## src/rtl/core/assert_macros.svh

```systemverilog
// Assertion macros shared by the multiply/divide unit RTL.
`ifndef ASSERT_MACROS_SVH
`define ASSERT_MACROS_SVH

// Same-cycle implication, disabled during reset.
`define ASSERT_IMP(label, clk, rst, ante, cons) \
  label: assert property (@(posedge clk) disable iff (rst) (ante) |-> (cons)) \
    else $error("assertion failed");

// Next-cycle implication, disabled during reset.
`define ASSERT_IMP_NEXT(label, clk, rst, ante, cons) \
  label: assert property (@(posedge clk) disable iff (rst) (ante) |=> (cons)) \
    else $error("assertion failed");

`endif

```

## src/rtl/core/imdu_pkg.sv

```systemverilog
// Shared types and constants of the integer multiply/divide unit.
package imdu_pkg;

  localparam int XLEN = 64;
  localparam int HALF = 32;
  localparam int OP_W = 4;
  localparam int DIV_STAGES = 64;
  localparam int MUL_STAGES = 3;
  localparam int MUL_DLY = DIV_STAGES - MUL_STAGES;

  localparam logic [OP_W-1:0] OP_UMADDL = 4'd0;
  localparam logic [OP_W-1:0] OP_UMSUBL = 4'd1;
  localparam logic [OP_W-1:0] OP_SMADDL = 4'd2;
  localparam logic [OP_W-1:0] OP_SMSUBL = 4'd3;
  localparam logic [OP_W-1:0] OP_MADD   = 4'd4;
  localparam logic [OP_W-1:0] OP_MSUB   = 4'd5;
  localparam logic [OP_W-1:0] OP_SMULH  = 4'd6;
  localparam logic [OP_W-1:0] OP_UMULH  = 4'd7;
  localparam logic [OP_W-1:0] OP_UDIV   = 4'd8;
  localparam logic [OP_W-1:0] OP_SDIV   = 4'd9;

  // Control that rides along the divider chain with each request.
  typedef struct packed {
    logic            valid;
    logic [OP_W-1:0] op;
    logic            wide;
    logic            qneg;
    logic            dz;
  } imdu_ctl_t;

endpackage

```

## src/rtl/core/imdu_div_cell.sv

```systemverilog
// One restoring-division step: a quotient bit per cell.
`include "assert_macros.svh"

module imdu_div_cell (
  input  logic                    clk,
  input  logic                    rst,
  input  imdu_pkg::imdu_ctl_t     ctl_in,
  input  logic [imdu_pkg::XLEN-1:0] rem_in,
  input  logic [imdu_pkg::XLEN-1:0] num_in,
  input  logic [imdu_pkg::XLEN-1:0] den_in,
  output imdu_pkg::imdu_ctl_t     ctl_out,
  output logic [imdu_pkg::XLEN-1:0] rem_out,
  output logic [imdu_pkg::XLEN-1:0] num_out,
  output logic [imdu_pkg::XLEN-1:0] den_out
);

  logic [imdu_pkg::XLEN:0]   trial;
  logic [imdu_pkg::XLEN:0]   shifted;
  logic                      qbit;
  logic [imdu_pkg::XLEN-1:0] rem_next;

  assign shifted  = {rem_in, num_in[imdu_pkg::XLEN-1]};
  assign trial    = shifted - {1'b0, den_in};
  assign qbit     = ~trial[imdu_pkg::XLEN];
  assign rem_next = qbit ? trial[imdu_pkg::XLEN-1:0] : shifted[imdu_pkg::XLEN-1:0];

  always_ff @(posedge clk) begin
    if (rst) begin
      ctl_out.valid <= 1'b0;
    end else begin
      ctl_out.valid <= ctl_in.valid;
    end
    ctl_out.op   <= ctl_in.op;
    ctl_out.wide <= ctl_in.wide;
    ctl_out.qneg <= ctl_in.qneg;
    ctl_out.dz   <= ctl_in.dz;
    rem_out      <= rem_next;
    num_out      <= {num_in[imdu_pkg::XLEN-2:0], qbit};
    den_out      <= den_in;
  end

  // partial remainder always stays below a nonzero divisor
  `ASSERT_IMP(a_rem_below_den, clk, rst, ctl_out.valid && !ctl_out.dz, rem_out < den_out)

endmodule

```

## config.mk

```make
export PLATFORM = sky130hd
export DESIGN_NAME = imdu_div_cell
export DESIGN_NICKNAME = d
export VERILOG_FILES = /design/src/rtl/core/imdu_pkg.sv /design/src/rtl/core/imdu_div_cell.sv
export VERILOG_INCLUDE_DIRS = /design/src /design/src/rtl/core
export SDC_FILE = /design/constraint.sdc
export NUM_CORES = 1
export LEC_CHECK = 0
export ABC_AREA = 1
export BUFFER_PORTS_ARGS = -buffer_cell sky130_fd_sc_hd__buf_2
export CAP_MARGIN = 20
export CORE_AREA = 2 2 156 158
export CTS_CLUSTER_SIZE = 12
export DETAILED_ROUTE_END_ITERATION = 10
export DIE_AREA = 0 0 158 160
export PLACE_DENSITY = 0.84
export SLEW_MARGIN = 20
export SYNTH_ARGS = -nofsm -noshare
export SYNTH_HDL_FRONTEND = slang
export SYNTH_SLANG_ARGS = --single-unit
```

## constraint.sdc

```tcl
create_clock -name clk -period 2.6 [get_ports clk]
set_input_delay 0.26 -clock clk [delete_from_list [all_inputs] [get_ports clk]]
set_output_delay 0.26 -clock clk [all_outputs]
set_load 0.005 [all_outputs]
```

==> summary by stage <==
Status
The flow ran to the end, and the final reports show no timing, DRC or antenna violations.

Power
The share of total power dissipated in combinational logic is between 30 and 40%. The switching part of the total power is between 30 and 40%. For this design the ratio of total power to cell area is 562.0 nW/um^2. The worst-case IR drop observed on VDD is 0.3146 mV. The internal power is 0.005866 W. The power dissipated by switching net loads is about 0.0033 W.

The relative contribution of sequential cells to total power is 37.9%. The analysis attributes to cell leakage a power of roughly 9.7 nW. In this run, the clock network consumes 31.2% of the power. Power comes to 0.009147 W.

Clock tree
The maximum root-to-sink buffer count is 2. After clock tree synthesis, the clock-pin slew on the worst setup and hold paths is 90 ps. The number of buffers created by CTS is 17.

The clock net in this run drives a total of 200 sinks. The root buffer cell is clkbuf_16. The clock tree from TritonCTS is done.

CTS built an H-tree with a depth of 4.

Worst setup path
STA classifies the critical path startpoint as an input pin. The timing startpoint of the critical path is den_in[33]. In this design, the stage delay of the slowest critical-path cell is 520 ps. The setup path with the least slack is of type in -> reg.

The largest fanout on the critical path is 14. The data arrival time of the worst path is 2940 ps. The destination of the critical timing path is rem_out[16]$_DFF_P_. The number of buffers and inverters on the critical path is 5.

Among the stages of the critical path, the cell type that occurs most often is nand2_1. Walking the worst path, the cells encountered are dlygate4sd3_1 -> buf_2 -> inv_1 -> ha_1 -> nand2_1 -> inv_1 -> nand2_2 -> nor2_4 -> nand2_1 -> nor4_2 -> nand2_2 -> nand2_4 -> nand2_4 -> nand2_8 -> clkbuf_16 -> nand2_1 -> nand2_1. The slowest cell on the critical path is dlygate4sd3_1. The total stage count of the critical path is 17. The data required time of the critical path is 3000 ps. In this design, the largest share of critical-path delay is due to simple AND/OR/NAND/NOR gates. The worst setup path is captured at a flop.

Finish
Of the cells placed in the final design, the portion with a size suffix greater than 1 is between 20% and 30%. The final non-filler cell area is 16280 um^2. Compared with the post-synthesis result, the final layout area differs by 44.66%.

The number of nets in the layout is about 2.7k. The final core utilization is 68.33%.

Route
The count of unresolved DRC violations after routing is 0. In the routed layout, each cell is associated on average with a via count of 4.931. The detail route stage leaves a number of antenna-violating nets equal to 0.

The first routing iteration left roughly 1.2k violations. The pre-antenna-repair detailed-routing pass consisted of 6 iterations. Summing over every cut layer, the via total after detailed routing is about 13k. The wire length per cell is 17.77 um. The total routed wirelength is 48.37 mm.

Synthesis
The net count of the mapped netlist is 2077. In this run the biggest area consumer among cell types represents 35.58% of the synthesized area. The cell count after synthesis is between 1.5k and 2k.

The mapped netlist covers 11250 um^2. The dominant cell type by area after synthesis is dfxtp_1. Yosys mapped the design onto 31 distinct sky130hd cell types. Yosys printed 0 warnings.

In the post-synthesis netlist, the biggest area contributors are dfxtp_1 (36%), nand2_1 (26%), inv_1 (13%). In this run, synthesis produced a sequential element count of 200. After synthesis, flip-flops and latches occupy between 30% and 40% of the total area. The mean area per synthesized cell is 6.217 um^2.

Place
Once placement finished, the instance area stood at around 14000 um^2. The routability-driven placement congestion ratio is a little under 1. Buffers placed on the I/O ports in this run total between 400 and 500. Once detailed placement completed, the half-perimeter wirelength came to between 30 and 40 mm.

Global route
The remaining global-route overflow is 0. The largest net degree at the start of global routing is 37. The overall track demand over capacity in global routing is between 30 and 40%.

The via count of the first global-routing pass came to 12.67k. The number of antenna violations at the first check in global routing came to 1. The first global-routing pass estimated 69.27 mm of wire.

STA
The upper clock frequency limit is 393.8 MHz. The hold violation count in the final report was 0. The pin slew with the least headroom to its limit is 405.6 ps.

After layout, the minimum clock period comes to about 2500 ps. The setup violation total in the final timing report is 0. The share of the clock period used by the worst path after layout is 97.67%. In this run the tightest slew margin relative to its limit is 72.75%. The number of pins with negative max-slew slack in the final report is 0.

Floorplanning
The total die area is 25280 um^2. The die span in y is roughly 160 um. Once the floorplan was initialized, standard cells occupied 47.24% of the core. During I/O placement, the number of pins put on the boundary was approximately 400. From left edge to right edge, the die measures 158 um. The floorplan core area is roughly 24000 um^2. After floorplanning, the core was divided into 57 placement rows.

Worst hold path
The class of the worst hold path is in -> reg.

Run
The count of maximum capacitance violations is 0.
## metrics by stage
step                TNS [ps]  hold slack, ps  std cells  worst slack, ps
floorplan                  0           287.7       1810            414.8
global placement           0           363.9       2547            133.1
detailed placement         0           363.6       2547            24.65
CTS                        0           2.768       2714            18.33
global route          -428.4           15.01       2722           -38.80
finish                     0           9.142       2722            60.71
## cell type report
class                   instances  area [um^2]
repair buffers                568         3740
multi-input cells            1202         6016
inverters                     395         1483
well taps                     324        405.4
fillers                      2020         7543
clock buffers                  18        439.2
diodes                          1        2.502
flip-flops and latches        200         4004
clock inverters                14        187.7
## how the worst min path moves through the flow
stage / start / to / slack, ps / cells past startpoint
global placement: num_in[25] / num_out[26]$_DFF_P_ / 360 / 1
CTS: num_in[63] / rem_out[0]$_DFF_P_ / 3 / 3
finish: rem_in[5] / rem_out[6]$_DFF_P_ / 9 / 3
global route: rem_in[16] / rem_out[17]$_DFF_P_ / 20 / 3
floorplan: ctl_in[0] / ctl_out[0]$_DFF_P_ / 290 / 0
detailed placement: num_in[51] / num_out[52]$_DFF_P_ / 360 / 1
## cell families (layout without fill, tap and decap cells)
kind of cell	after synthesis	count (layout)	share of synthesized area [%]
AOI/OAI and AO/OA	64	64	3.025
xor gates and xnor gates	31	31	2.413
adders and majority gates	65	65	7.295
buffers and inverters	408	995	14.41
DFF	200	200	35.58
other	0	1	0
and+or+nand+nor	1042	1042	37.27
## per-layer routing
| metal | GRT usage, % | wire length [um] |
|---|---|---|
| met2 | 62.37 | 23300 |
| met4 | 14.33 | 2314 |
| met3 | 8.657 | 3942 |
| met5 | 0 | 0 |
| met1 | 42.58 | 18810 |
## power by group through the flow
stage               Combinational (W)  Clock, W  Sequential (W)
finish                        0.00283   0.00285         0.00346
floorplan                     0.00132         0         0.00356
detailed placement            0.00237         0         0.00352
CTS                           0.00254   0.00286         0.00346
global placement              0.00234         0         0.00352
global route                  0.00308   0.00298         0.00348
## synth_stat cells
cell	instances
nand3_1	68
nor2_4	1
nor4_2	1
o21bai_1	8
nand4_1	19
buf_4	1
nor2_1	103
xnor2_1	1
o21ai_0	4
or2_1	1
buf_8	2
ha_1	64
or2_2	1
a21oi_1	52
buf_2	6
nor3_1	12
inv_2	4
buf_12	3
nand2_1	793
buf_6	1
nand2_4	1
fa_1	1
and3_1	2
nand3b_1	1
xor2_1	30
inv_1	390
clkinv_1	1
dfxtp_1	200
nor4_1	3
nand2_2	29
nor2_2	7
## state kept, by name, summed over array words and instances (netlist names)
name	cells
ctl_out	8
num_out	64
den_out	64
rem_out	64
## cell usage in the layout (no fill, tap or decap), types with 30 or more instances in the layout
cell type / synthesis / routed
a21oi_1: 52 / 47
buf_2: 6 / 401
dfxtp_1: 200 / 200
dlygate4sd3_1: 0 / 135
ha_1: 64 / 46
inv_1: 390 / 390
nand2_1: 793 / 775
nand2_2: 29 / 43
nand3_1: 68 / 58
nor2_1: 103 / 94
xor2_1: 30 / 30
## what timing repair did
| item | in CTS | in global routing |
|---|---|---|
| buffers inserted | 0 | 1 |
| hold endpoints to repair | 135 | 0 |
| hold buffers | 135 | 0 |
| resized for setup | 0 | 79 |
| setup endpoints to repair | 0 | 65 |
Power figures use the tool's default switching activity.
